==> src/hdl/tmb_pkg.sv <==
package tmb_pkg;

  localparam int GridCells = 81;
  localparam int CellIdxW = 7;
  localparam logic [8:0] CellLast = 9'd80;
  localparam logic [8:0] RowStride = 9'd9;

  localparam logic [11:0] FullScale = 12'h800;
  localparam logic [11:0] PivotMid = 12'h400;
  localparam logic [7:0] ByteMax = 8'hff;
  localparam logic [7:0] SpeedStop = 8'd128;
  localparam logic [7:0] GridCol = 8'd9;
  localparam logic [7:0] ColLast = 8'd8;

  // offset / 24 = (offset / 8) / 3, and k / 3 = (k * 171) >> 9 for k <= 128
  localparam logic [16:0] RecipThird = 17'd171;
  localparam int RecipShift = 9;

  localparam int CfgIdxW = 2;
  localparam int CfgDataW = 16;
  localparam logic [CfgIdxW-1:0] RegPulseBase = 2'd0;
  localparam logic [CfgIdxW-1:0] RegPulseStep = 2'd1;
  localparam logic [15:0] PulseBaseReset = 16'd18204;
  localparam logic [7:0] PulseStepReset = 8'd40;

  localparam logic [7:0] RightGrid [GridCells] = '{
    8'd128, 8'd96,  8'd64,  8'd32,  8'd1,   8'd1,   8'd1,   8'd1,   8'd1,
    8'd128, 8'd104, 8'd80,  8'd56,  8'd32,  8'd32,  8'd32,  8'd32,  8'd32,
    8'd128, 8'd112, 8'd96,  8'd80,  8'd64,  8'd64,  8'd64,  8'd64,  8'd64,
    8'd128, 8'd120, 8'd112, 8'd104, 8'd96,  8'd96,  8'd96,  8'd96,  8'd96,
    8'd128, 8'd128, 8'd128, 8'd128, 8'd128, 8'd128, 8'd128, 8'd128, 8'd128,
    8'd128, 8'd136, 8'd144, 8'd152, 8'd160, 8'd160, 8'd160, 8'd160, 8'd160,
    8'd128, 8'd144, 8'd160, 8'd176, 8'd192, 8'd192, 8'd192, 8'd192, 8'd192,
    8'd128, 8'd152, 8'd176, 8'd200, 8'd224, 8'd224, 8'd224, 8'd224, 8'd224,
    8'd128, 8'd160, 8'd192, 8'd224, 8'd255, 8'd255, 8'd255, 8'd255, 8'd255
  };

  localparam logic [7:0] LeftGrid [GridCells] = '{
    8'd1,   8'd1,   8'd1,   8'd1,   8'd1,   8'd32,  8'd64,  8'd96,  8'd128,
    8'd32,  8'd32,  8'd32,  8'd32,  8'd32,  8'd56,  8'd80,  8'd104, 8'd128,
    8'd64,  8'd64,  8'd64,  8'd64,  8'd64,  8'd80,  8'd96,  8'd112, 8'd128,
    8'd96,  8'd96,  8'd96,  8'd96,  8'd96,  8'd104, 8'd112, 8'd120, 8'd128,
    8'd128, 8'd128, 8'd128, 8'd128, 8'd128, 8'd128, 8'd128, 8'd128, 8'd128,
    8'd160, 8'd160, 8'd160, 8'd160, 8'd160, 8'd152, 8'd144, 8'd136, 8'd128,
    8'd192, 8'd192, 8'd192, 8'd192, 8'd192, 8'd176, 8'd160, 8'd144, 8'd128,
    8'd224, 8'd224, 8'd224, 8'd224, 8'd224, 8'd200, 8'd176, 8'd152, 8'd128,
    8'd255, 8'd255, 8'd255, 8'd255, 8'd255, 8'd224, 8'd192, 8'd160, 8'd128
  };

  typedef struct packed {
    logic [3:0][7:0] lc;
    logic [3:0][7:0] rc;
    logic [7:0] fy;
    logic [7:0] fx;
    logic pivot;
    logic [7:0] pivot_left;
  } cells_t;

  typedef struct packed {
    logic [15:0] le02;
    logic [15:0] le13;
    logic [15:0] re02;
    logic [15:0] re13;
    logic [7:0] fx;
    logic pivot;
    logic [7:0] pivot_left;
  } edges_t;

  typedef struct packed {
    logic [7:0] left;
    logic [7:0] right;
    logic pivot;
  } speed_t;

  function automatic logic [11:0] scale_byte(input logic [7:0] b);
    logic [11:0] v;
    if (b == ByteMax) begin
      v = FullScale;
    end else begin
      v = {1'b0, b, 3'd0};
    end
    return v;
  endfunction

  function automatic logic [CellIdxW-1:0] clamp_idx(input logic [8:0] i);
    logic [8:0] c;
    c = (i > CellLast) ? CellLast : i;
    return c[CellIdxW-1:0];
  endfunction

  function automatic logic [15:0] lerp_edge(input logic [7:0] a, input logic [7:0] b,
                                            input logic [7:0] f);
    logic [15:0] r;
    if (b > a) begin
      r = ({8'd0, b - a} * {8'd0, f}) + {a, 8'd0};
    end else begin
      r = {a, 8'd0} - ({8'd0, a - b} * {8'd0, f});
    end
    return r;
  endfunction

endpackage

==> src/hdl/tmb_if.sv <==
interface tmb_cmd_if;
  logic valid;
  logic ready;
  logic [7:0] throttle;
  logic [7:0] steer;
  modport source(output valid, output throttle, output steer, input ready);
  modport sink(input valid, input throttle, input steer, output ready);
endinterface

interface tmb_res_if;
  logic valid;
  logic ready;
  logic [7:0] left_speed;
  logic [7:0] right_speed;
  logic [15:0] left_reload;
  logic [15:0] right_reload;
  logic pivot_turn;
  modport source(output valid, output left_speed, output right_speed, output left_reload,
                 output right_reload, output pivot_turn, input ready);
  modport sink(input valid, input left_speed, input right_speed, input left_reload,
               input right_reload, input pivot_turn, output ready);
endinterface

interface tmb_cfg_if;
  logic valid;
  logic ready;
  logic [tmb_pkg::CfgIdxW-1:0] index;
  logic [tmb_pkg::CfgDataW-1:0] data;
  modport source(output valid, output index, output data, input ready);
  modport sink(input valid, input index, input data, output ready);
endinterface

==> src/hdl/tmb_index.sv <==
module tmb_index (
  input  logic            clk,
  input  logic            rst,
  tmb_cmd_if.sink         cmd,
  output logic            out_valid,
  input  logic            out_ready,
  output tmb_pkg::cells_t out
);

  logic [11:0] y;
  logic [11:0] x;
  logic [7:0] w0;
  logic [7:0] w1;
  logic [8:0] i2;
  logic [8:0] i3;
  logic [tmb_pkg::CellIdxW-1:0] a0;
  logic [tmb_pkg::CellIdxW-1:0] a1;
  logic [tmb_pkg::CellIdxW-1:0] a2;
  logic [tmb_pkg::CellIdxW-1:0] a3;
  logic [11:0] offset;
  logic [16:0] third;
  logic [7:0] q;
  tmb_pkg::cells_t next;

  assign y = tmb_pkg::scale_byte(cmd.throttle);
  assign x = tmb_pkg::scale_byte(cmd.steer);
  assign w0 = {4'd0, y[11:8]} * tmb_pkg::GridCol + tmb_pkg::ColLast - {4'd0, x[11:8]};
  assign w1 = (x < tmb_pkg::FullScale) ? w0 - 8'd1 : w0;
  assign i2 = (y < tmb_pkg::FullScale) ? {1'b0, w1} + tmb_pkg::RowStride : {1'b0, w1};
  assign i3 = (y < tmb_pkg::FullScale) ? {1'b0, w0} + tmb_pkg::RowStride : {1'b0, w0};
  assign a0 = tmb_pkg::clamp_idx({1'b0, w1});
  assign a1 = tmb_pkg::clamp_idx({1'b0, w0});
  assign a2 = tmb_pkg::clamp_idx(i2);
  assign a3 = tmb_pkg::clamp_idx(i3);

  assign offset = (x > tmb_pkg::PivotMid) ? x - tmb_pkg::PivotMid : tmb_pkg::PivotMid - x;
  assign third = {9'd0, offset[10:3]} * tmb_pkg::RecipThird;
  assign q = third[tmb_pkg::RecipShift +: 8];

  always_comb begin
    next.lc[0] = tmb_pkg::LeftGrid[a0];
    next.lc[1] = tmb_pkg::LeftGrid[a1];
    next.lc[2] = tmb_pkg::LeftGrid[a2];
    next.lc[3] = tmb_pkg::LeftGrid[a3];
    next.rc[0] = tmb_pkg::RightGrid[a0];
    next.rc[1] = tmb_pkg::RightGrid[a1];
    next.rc[2] = tmb_pkg::RightGrid[a2];
    next.rc[3] = tmb_pkg::RightGrid[a3];
    next.fy = y[7:0];
    next.fx = x[7:0];
    next.pivot = (y == tmb_pkg::PivotMid);
    next.pivot_left = (x > tmb_pkg::PivotMid) ? tmb_pkg::SpeedStop + q : tmb_pkg::SpeedStop - q;
  end

  assign cmd.ready = !out_valid || out_ready;

  always_ff @(posedge clk) begin
    if (rst) begin
      out_valid <= 1'b0;
    end else if (cmd.ready) begin
      out_valid <= cmd.valid;
    end
  end

  always_ff @(posedge clk) begin
    if (cmd.valid && cmd.ready) begin
      out <= next;
    end
  end

endmodule

==> src/hdl/tmb_edge.sv <==
module tmb_edge (
  input  logic            clk,
  input  logic            rst,
  input  logic            in_valid,
  output logic            in_ready,
  input  tmb_pkg::cells_t in,
  output logic            out_valid,
  input  logic            out_ready,
  output tmb_pkg::edges_t out
);

  tmb_pkg::edges_t next;

  always_comb begin
    next.le02 = tmb_pkg::lerp_edge(in.lc[0], in.lc[2], in.fy);
    next.le13 = tmb_pkg::lerp_edge(in.lc[1], in.lc[3], in.fy);
    next.re02 = tmb_pkg::lerp_edge(in.rc[0], in.rc[2], in.fy);
    next.re13 = tmb_pkg::lerp_edge(in.rc[1], in.rc[3], in.fy);
    next.fx = in.fx;
    next.pivot = in.pivot;
    next.pivot_left = in.pivot_left;
  end

  assign in_ready = !out_valid || out_ready;

  always_ff @(posedge clk) begin
    if (rst) begin
      out_valid <= 1'b0;
    end else if (in_ready) begin
      out_valid <= in_valid;
    end
  end

  always_ff @(posedge clk) begin
    if (in_valid && in_ready) begin
      out <= next;
    end
  end

endmodule

==> src/hdl/tmb_blend.sv <==
module tmb_blend (
  input  logic            clk,
  input  logic            rst,
  input  logic            in_valid,
  output logic            in_ready,
  input  tmb_pkg::edges_t in,
  output logic            out_valid,
  input  logic            out_ready,
  output tmb_pkg::speed_t out
);

  function automatic logic [7:0] blend(input logic [15:0] e02, input logic [15:0] e13,
                                       input logic [7:0] fx);
    logic lt;
    logic [15:0] diff;
    logic [15:0] hi;
    logic [15:0] lop;
    logic [15:0] lo;
    logic [15:0] ans;
    lt = e13 < e02;
    diff = lt ? e02 - e13 : e13 - e02;
    hi = {8'd0, fx} * {8'd0, diff[15:8]};
    lop = {8'd0, fx} * {8'd0, diff[7:0]};
    lo = {8'd0, lop[15:8]};
    ans = lt ? e13 + hi + lo : e13 - hi - lo;
    return ans[7] ? ans[15:8] + 8'd1 : ans[15:8];
  endfunction

  tmb_pkg::speed_t next;

  always_comb begin
    next.pivot = in.pivot;
    if (in.pivot) begin
      next.left = in.pivot_left;
      next.right = 8'd0 - in.pivot_left;
    end else begin
      next.left = blend(in.le02, in.le13, in.fx);
      next.right = blend(in.re02, in.re13, in.fx);
    end
  end

  assign in_ready = !out_valid || out_ready;

  always_ff @(posedge clk) begin
    if (rst) begin
      out_valid <= 1'b0;
    end else if (in_ready) begin
      out_valid <= in_valid;
    end
  end

  always_ff @(posedge clk) begin
    if (in_valid && in_ready) begin
      out <= next;
    end
  end

  a_pivot_span: assert property (@(posedge clk) disable iff (rst)
    out_valid && out.pivot |-> out.left >= 8'd86 && out.left <= 8'd170)
    else $error("pivot speed out of span");

endmodule

==> src/hdl/tmb_reload.sv <==
module tmb_reload (
  input  logic            clk,
  input  logic            rst,
  input  logic            in_valid,
  output logic            in_ready,
  input  tmb_pkg::speed_t in,
  tmb_cfg_if.sink         cfg,
  tmb_res_if.source       res
);

  logic [15:0] pulse_base;
  logic [7:0] pulse_step;
  logic [15:0] left_prod;
  logic [15:0] right_prod;

  assign cfg.ready = 1'b1;

  always_ff @(posedge clk) begin
    if (rst) begin
      pulse_base <= tmb_pkg::PulseBaseReset;
      pulse_step <= tmb_pkg::PulseStepReset;
    end else if (cfg.valid && cfg.ready) begin
      case (cfg.index)
        tmb_pkg::RegPulseBase: pulse_base <= cfg.data[15:0];
        tmb_pkg::RegPulseStep: pulse_step <= cfg.data[7:0];
        default: ;
      endcase
    end
  end

  assign left_prod = {8'd0, pulse_step} * {8'd0, in.left};
  assign right_prod = {8'd0, pulse_step} * {8'd0, in.right};

  assign in_ready = !res.valid || res.ready;

  always_ff @(posedge clk) begin
    if (rst) begin
      res.valid <= 1'b0;
    end else if (in_ready) begin
      res.valid <= in_valid;
    end
  end

  always_ff @(posedge clk) begin
    if (in_valid && in_ready) begin
      res.left_speed <= in.left;
      res.right_speed <= in.right;
      res.left_reload <= pulse_base - left_prod;
      res.right_reload <= pulse_base - right_prod;
      res.pivot_turn <= in.pivot;
    end
  end

  a_pivot_mirror: assert property (@(posedge clk) disable iff (rst)
    res.valid && res.pivot_turn |-> res.right_speed == 8'd0 - res.left_speed)
    else $error("pivot right speed does not mirror left");

  a_base_write: assert property (@(posedge clk) disable iff (rst)
    cfg.valid && cfg.ready && cfg.index == tmb_pkg::RegPulseBase
    |=> pulse_base == $past(cfg.data[15:0]))
    else $error("pulse base write lost");

  a_reset_regs: assert property (@(posedge clk)
    rst |=> pulse_base == tmb_pkg::PulseBaseReset && pulse_step == tmb_pkg::PulseStepReset)
    else $error("registers not at reset value");

endmodule

==> src/hdl/track_mixer_bilinear_table_core.sv <==
// Throughput: one item per cycle; each stage holds while the one after it is full.
// Stages: cell lookup, edge blends, cross blend and round, reload multiply.
// Reset: synchronous, clears all stage valid bits, pulse_base to 18204, pulse_step to 40.
module track_mixer_bilinear_table_core (
  input  logic      clk,
  input  logic      rst,
  tmb_cmd_if.sink   cmd,
  tmb_cfg_if.sink   cfg,
  tmb_res_if.source res
);

  logic cells_valid;
  logic cells_ready;
  tmb_pkg::cells_t cells;
  logic edges_valid;
  logic edges_ready;
  tmb_pkg::edges_t edges;
  logic speed_valid;
  logic speed_ready;
  tmb_pkg::speed_t speed;

  tmb_index u_index (
    .clk       (clk),
    .rst       (rst),
    .cmd       (cmd),
    .out_valid (cells_valid),
    .out_ready (cells_ready),
    .out       (cells)
  );

  tmb_edge u_edge (
    .clk       (clk),
    .rst       (rst),
    .in_valid  (cells_valid),
    .in_ready  (cells_ready),
    .in        (cells),
    .out_valid (edges_valid),
    .out_ready (edges_ready),
    .out       (edges)
  );

  tmb_blend u_blend (
    .clk       (clk),
    .rst       (rst),
    .in_valid  (edges_valid),
    .in_ready  (edges_ready),
    .in        (edges),
    .out_valid (speed_valid),
    .out_ready (speed_ready),
    .out       (speed)
  );

  tmb_reload u_reload (
    .clk      (clk),
    .rst      (rst),
    .in_valid (speed_valid),
    .in_ready (speed_ready),
    .in       (speed),
    .cfg      (cfg),
    .res      (res)
  );

endmodule

==> src/flat_wrapper.sv <==
// flat-port wrapper written by rule: the top's interface ports become plain ports
module track_mixer_bilinear_table_core_flat 
  (clk, rst, cmd_valid, cmd_throttle, cmd_steer, cmd_ready, cfg_valid, cfg_index, cfg_data, cfg_ready, res_valid, res_left_speed, res_right_speed, res_left_reload, res_right_reload, res_pivot_turn, res_ready);
  tmb_cmd_if cmd_i ();
  tmb_cfg_if cfg_i ();
  tmb_res_if res_i ();
  input  logic clk;
  input  logic rst;
  input wire logic [$bits(cmd_i.valid)-1:0] cmd_valid;
  input wire logic [$bits(cmd_i.throttle)-1:0] cmd_throttle;
  input wire logic [$bits(cmd_i.steer)-1:0] cmd_steer;
  output wire logic [$bits(cmd_i.ready)-1:0] cmd_ready;
  input wire logic [$bits(cfg_i.valid)-1:0] cfg_valid;
  input wire logic [$bits(cfg_i.index)-1:0] cfg_index;
  input wire logic [$bits(cfg_i.data)-1:0] cfg_data;
  output wire logic [$bits(cfg_i.ready)-1:0] cfg_ready;
  output wire logic [$bits(res_i.valid)-1:0] res_valid;
  output wire logic [$bits(res_i.left_speed)-1:0] res_left_speed;
  output wire logic [$bits(res_i.right_speed)-1:0] res_right_speed;
  output wire logic [$bits(res_i.left_reload)-1:0] res_left_reload;
  output wire logic [$bits(res_i.right_reload)-1:0] res_right_reload;
  output wire logic [$bits(res_i.pivot_turn)-1:0] res_pivot_turn;
  input wire logic [$bits(res_i.ready)-1:0] res_ready;
  assign cmd_i.valid = cmd_valid;
  assign cmd_i.throttle = cmd_throttle;
  assign cmd_i.steer = cmd_steer;
  assign cmd_ready = cmd_i.ready;
  assign cfg_i.valid = cfg_valid;
  assign cfg_i.index = cfg_index;
  assign cfg_i.data = cfg_data;
  assign cfg_ready = cfg_i.ready;
  assign res_valid = res_i.valid;
  assign res_left_speed = res_i.left_speed;
  assign res_right_speed = res_i.right_speed;
  assign res_left_reload = res_i.left_reload;
  assign res_right_reload = res_i.right_reload;
  assign res_pivot_turn = res_i.pivot_turn;
  assign res_i.ready = res_ready;
  track_mixer_bilinear_table_core u_core (.clk(clk), .rst(rst), .cmd(cmd_i), .cfg(cfg_i), .res(res_i));
endmodule
==> config.mk <==
export PLATFORM = sky130hd
export DESIGN_NAME = track_mixer_bilinear_table_core_flat
export DESIGN_NICKNAME = d
export VERILOG_FILES = /design/src/hdl/tmb_pkg.sv /design/src/hdl/tmb_if.sv /design/src/hdl/tmb_index.sv /design/src/hdl/tmb_edge.sv /design/src/hdl/tmb_blend.sv /design/src/hdl/tmb_reload.sv /design/src/hdl/track_mixer_bilinear_table_core.sv /design/src/flat_wrapper.sv
export SDC_FILE = /design/constraint.sdc
export NUM_CORES = 2
export LEC_CHECK = 0
export BUFFER_PORTS_ARGS = -buffer_cell sky130_fd_sc_hd__buf_2
export CAP_MARGIN = 20
export CORE_ASPECT_RATIO = 1.75
export CORE_MARGIN = 2
export CORE_UTILIZATION = 55
export DETAILED_ROUTE_END_ITERATION = 16
export PLACE_DENSITY = 0.71
export SLEW_MARGIN = 20
export SYNTH_ARGS = -nofsm -noshare
export SYNTH_HDL_FRONTEND = slang
export SYNTH_SLANG_ARGS = --single-unit
==> constraint.sdc <==
create_clock -name clk -period 10.9 [get_ports clk]
set_input_delay 1.09 -clock clk [delete_from_list [all_inputs] [get_ports clk]]
set_output_delay 1.09 -clock clk [all_outputs]
set_load 0.01 [all_outputs]
# Yosys cells after proc, flatten, opt, wreduce, memory -nomap -nowiden
# Memories as Yosys holds them, arrays and structs flattened. A register that Yosys moved wholly into a read port is not among the register bits.
# Cells that the tools add are included.
word_totals:
  out_inout_bits: 52
  rom_bits: 8192
  word_cells: 149
  input_bits: 39
  memories: 8
  regBits: 200
memory_table:
  columns: ["name", "words", "word_bits", "rd", "rd_ports_with_merged_regs", "wr", "line", "text"]
  rows:
  - ["(no name shown)", 128, 8, 1, 1, 0, "tmb_index.sv:46", "next.rc[1] = tmb_pkg::RightGrid[a1];"]
  - ["(no name shown)", 128, 8, 1, 1, 0, "tmb_index.sv:45", "next.rc[0] = tmb_pkg::RightGrid[a0];"]
  - ["(no name shown)", 128, 8, 1, 1, 0, "tmb_index.sv:44", "next.lc[3] = tmb_pkg::LeftGrid[a3];"]
  - ["(no name shown)", 128, 8, 1, 1, 0, "tmb_index.sv:47", "next.rc[2] = tmb_pkg::RightGrid[a2];"]
  - ["(no name shown)", 128, 8, 1, 1, 0, "tmb_index.sv:43", "next.lc[2] = tmb_pkg::LeftGrid[a2];"]
  - ["(no name shown)", 128, 8, 1, 1, 0, "tmb_index.sv:42", "next.lc[1] = tmb_pkg::LeftGrid[a1];"]
  - ["2 more memories", null, null, null, null, null, null, null]
op_classes:
  reduce_logical: 15
  n_mux: 22
  multipliers: 16
  add_sub_neg: 42
  n_bitwise: 4
  n_eq_ne: 4
  order_cmp: 13
ops:
  columns: ["cell", "n"]
  rows:
  - ["multiplier 8 x 8 -> 16 bit", 14]
  - ["subtractor 16 bit", 12]
  - ["two-way mux 16 bit", 9]
  - ["adder 16 bit", 6]
  - ["subtractor 8 bit", 8]
  - ["adder 16 x 8 -> 16 bit", 2]
  - ["> comparator 8 bit", 4]
  - ["less-than comparator 16 bit", 2]
  - ["two-way mux 8 bit", 4]
  - ["NOT 7 -> 8 bit", 4]
  - ["subtractor 16 x 8 -> 16 bit", 2]
  - ["two-way mux 7 bit", 4]
  - ["less-than comparator 12 bit (second input constant)", 2]
  - ["two-way mux 12 bit", 2]
  - ["adder 8 x 4 -> 9 bit (second input constant)", 2]
  - ["> comparator 9 x 7 -> 1 bit (second input constant)", 2]
  - ["two-way mux 9 bit", 2]
  - ["adder 8 x 1 -> 8 bit (second input constant)", 2]
  - ["equality test 8 bit (second input constant)", 2]
  - ["> comparator 8 x 7 -> 1 bit (second input constant)", 2]
  - ["multiplier 8 x 8 -> 16 bit (second input constant)", 1]
  - ["equality test 12 x 11 -> 1 bit (second input constant)", 1]
  - ["> comparator 12 x 11 -> 1 bit (second input constant)", 1]
  - ["two-way mux 11 bit", 1]
  - ["15 further kinds", 25]

# Depth between registers and ports, before layout
depth:
  ltp_word: 12
  mapped_depth: 42
  mapped_depth_nobuf: 40

# Cells and area by module
# From an unflattened synthesis, not the netlist that was laid out.
unflattened:
  hier_cells: 6734
  area_unflattened_um2: 58274.6
by_module_without_submodules:
  columns: ["mod", "area_per_inst_um2", "seq_area_each_um2", "cells_per_inst", "instances"]
  rows:
  - ["tmb_edge", 25076.6, 2452.4, 2820, 1]
  - ["tmb_blend", 15967.8, 530.5, 1943, 1]
  - ["tmb_index", 9539.1, 2272.2, 1174, 1]
  - ["tmb_reload", 7691.1, 1971.9, 797, 1]

# Worst setup path after synthesis
# No wires, ideal clock.
synth_timing:
  path_kind: "register to register"
  from: "register u_core.u_edge.out[53] (netlist bit)"
  to: "register u_core.u_blend.out[15] (netlist bit), data pin"
  arrival_time_ps: 8749
  path_buffers: 2
  path_stages_with_launch: 36
  setup_time_ps: 260
  slack_ps: 1891
  synth_period_minus_slack_ps: 9009
  required_time_ps: 10640
  path_cell_list: "edfxtp_1 -> inv_1 -> ha_1 -> nor2b_1 -> o2111ai_1 -> nand4_1 -> a32oi_1 -> clkbuf_1 -> nand2_1 -> clkbuf_1 -> a21oi_1 -> a21oi_1 -> xnor2_1 -> and2_1 -> fa_1 -> fa_1 -> fa_1 -> ha_1 -> ha_1 -> a21o_1 -> a21oi_1 -> o21bai_1 -> a21oi_1 -> xor2_1 -> inv_1 -> fa_1 -> inv_1 -> ha_1 -> and4_1 -> o31a_1 -> o41ai_1 -> ha_1 -> o2111a_1 -> nand2_1 -> xor2_1 -> mux2_2"
synth_rtl:
  columns: ["item", "line", "text"]
  rows:
  - ["from (decl)", "tmb_edge.sv:9", "output tmb_pkg::edges_t out"]
  - ["from (signal assigned)", "tmb_edge.sv:36", "out <= next;"]
  - ["to (signal assigned)", "tmb_blend.sv:54", "out <= next;"]
  - ["to (decl)", "tmb_blend.sv:9", "output tmb_pkg::speed_t out"]

==> flow_summary.yaml <==
status:
  status: "complete, no violations"
clocking:
  clock_sinks: 235
  cts_buffers: 27
  post_cts_resized: 0
  worstSkewPairLatency_ps: 610
  cts_max_level: 1
  cts.clk_slew.worst_paths_ps: 70
  holdBufCountCts: 0
  postCtsSetupRepairBufs: 0
  cts_tree: "yes"
  clk_path_buf_depth: 3
  cts_root_buffer: "clkbuf_16"
sta:
  clock_skew_ps: 23.63
  setup_violations: 0
  finalCriticalPeriod_ps: 10110
  tightest_slew_ps: 1267
  rsz0062_at_grt: "false"
  fin_crit_sh_pct: 92.72
  slew_violations: 0
  slew-limit-headroom_pct: 14.48
  fmax_ghz: 0.09895
  setup-tns-final_ps: 0
  hold_viol_final: 0
placed_design:
  gp_congestion: 0.9736
  dp_hpwl_um: 100500
  portBuffers: 89
global_routing:
  antenna_found_initial: 1
  grt_pass1_vias: 38450
  grt_usage_pct: 28.62
  grt_pass1_wl_um: 195700
  grt_max_degree: 76
  grt.overflow.total: 0
layout:
  drive_above_1_share_pct: 4.925
  final_nets: 6462
  multi_input_area_um2: 34430
  final_common_cell: "inv_1"
  area_delta_synth_final_pct: 5.447
  fillers: 7315
  final_cell_mix: "947 x inv_1, 733 x ha_1, 439 x nand2_1, 412 x fa_1, 325 x and2_1"
  ff_latch_area_um2: 6777
critical_path:
  critPathRequiredTime_ps: 11250
  rr_startpoint: "u_core.u_edge.out[53]"
  cpPeakStageDelay_ps: 530
  crit_start: "u_core.u_edge.out[53]"
  crit_type: "register to register"
  crit_path_start_kind: "register"
  arrival_ps: 10460
  cp-end-kind: "register"
  path_max_fanout: 11
  worst_path_max_delay_cell: "a221oi_1"
floorplan:
  dieHeight_um: 384.1
  rows: 139
  die_area_um2: 84970
  io_pins: 91
  fp.dieW_um: 221.2
  core_um2: 81910
  start_util_pct: 55.44
yosys:
  async_reset_ff_share_pct: 0
  synth.distinct_cells: 108
  synth_ff_type: "edfxtp_1"
  ys_ff_latch: 235
  synthCells: 5280
  yosysWarnings: 0
  syn_area_um2: 45410
  synth_edf_count: 207
  seq_area_frac_synth_pct: 14.92
  synthesis.nets: 6464
  synth_area_per_cell_um2: 8.601
drt:
  vias: 37360
  wl_per_cell_um: 19.18
  drc: 0
  via_per_inst: 5.876
  dr.pass1.iters: 7
  wl_um: 121900
  first_iter_violations: 2535
  postRouteAntennaNets: 0
worst_hold_path:
  holdCritStartpoint: "u_core.u_index.out[13]"
  hold_path.class: "register to register"
flow_run:
  cap_violations: 0
==> kinds of logic after synthesis <==
logic type | share of synthesized area [%]
xor+xnor | 5.566
compound gates | 14.47
other cells | 0.008258
mux | 1.094
flops | 14.92
buf+inv | 9.360
fa+ha+maj | 38.36
simple gates | 16.23
==> path summary, 6_finish.rpt <==
kind,to,slack [ps],cells after the start
worst max register to register,u_core.u_blend.out[16],790,36
worst min-delay path,u_core.u_edge.out[13],410,0
worst max-delay path,u_core.u_blend.out[16],790,36
worst min register to register,u_core.u_edge.out[13],410,0
==> synth_stat cells (30+ instances only) <==
cell | number | area, um^2
o21ai_0 | 192 | 960.9
clkbuf_1 | 160 | 600.6
o21bai_1 | 57 | 427.9
xnor2_1 | 203 | 1778
nor3_1 | 79 | 395.4
a21oi_1 | 275 | 1376
xor2_1 | 80 | 700.7
edfxtp_1 | 207 | 6216
o31ai_1 | 34 | 255.2
nor2_1 | 218 | 818.3
nand3_1 | 80 | 400.4
mux2i_1 | 38 | 380.4
inv_1 | 947 | 3555
o211ai_1 | 32 | 240.2
nand2_1 | 439 | 1648
fa_1 | 412 | 8248
ha_1 | 733 | 9171
o21a_1 | 46 | 345.3
nor4_1 | 30 | 187.7
a21o_1 | 59 | 442.9
nor2b_1 | 97 | 606.8
and2_1 | 325 | 2033
nand2b_1 | 36 | 225.2
==> worst max-delay path: cells and delay by family, from the launching register on <==
family / cells / cell delay [ps]
compound gates: 14 / 3530
fa+ha+maj: 8 / 3190
simple gates: 8 / 1510
xor+xnor: 2 / 610
buf+inv: 4 / 510
flops: 1 / 500
==> metrics by stage <==
stage | utilization [%] | hold WS (ps) | cell area [um^2] | worst slack, ps | instances
after floorplan | - | 400.3 | 45410 | 1891 | 5280
after global placement | 57.34 | 402.3 | 46970 | 1063 | 6306
after detailed placement | 57.34 | 404.5 | 46970 | 915.4 | 6306
after CTS | 58.45 | 416.9 | 47880 | 891.1 | 6356
after global routing | 58.45 | 427.3 | 47880 | 27.79 | 6357
final | 58.46 | 414.6 | 47880 | 793.8 | 6358
==> sequential cells by signal, indices dropped and copies added, names as in the netlist <==
| name | flops |
|---|---|
| u_core.u_reload.res.pivot_turn | 1 |
| u_core.u_reload.pulse_base | 16 |
| u_core.u_reload.res.valid | 1 |
| u_core.u_index.out | 75 |
| u_core.u_reload.res.right_reload | 16 |
| u_core.u_reload.res.left_speed | 8 |
| u_core.u_edge.out_valid | 1 |
| u_core.u_blend.out_valid | 1 |
| u_core.u_reload.pulse_step | 8 |
| u_core.u_reload.res.right_speed | 8 |
| u_core.u_reload.res.left_reload | 16 |
| u_core.u_edge.out | 66 |
| u_core.u_index.out_valid | 1 |
| u_core.u_blend.out | 17 |
==> layer usage <==
| metal | global-route usage, % | up-vias | wire (um) | share of wire (%) |
|---|---|---|---|---|
| met5 | 0 | - | 0 | 0 |
| met4 | 21.84 | 0 | 10810 | 8.9 |
| met3 | 2.628 | 495 | 4482 | 3.7 |
| met2 | 56.88 | 1182 | 66660 | 55 |
| met1 | 26.50 | 18100 | 39990 | 33 |
| li1 | - | 17580 | - | - |
==> cell type report <==
class | count | share of cell area (%)
multi-input cells | 3919 | 71.91
flip-flops and latches | 235 | 14.15
inverters | 948 | 7.431
well taps | 1057 | 2.762
repair buffers | 147 | 1.840
clock buffers | 37 | 1.688
clock inverters | 13 | 0.2064
diodes | 2 | 0.01045
Power is not shown: default switching activity piles up to over one toggle a cycle in this logic, so the estimate is an artifact.
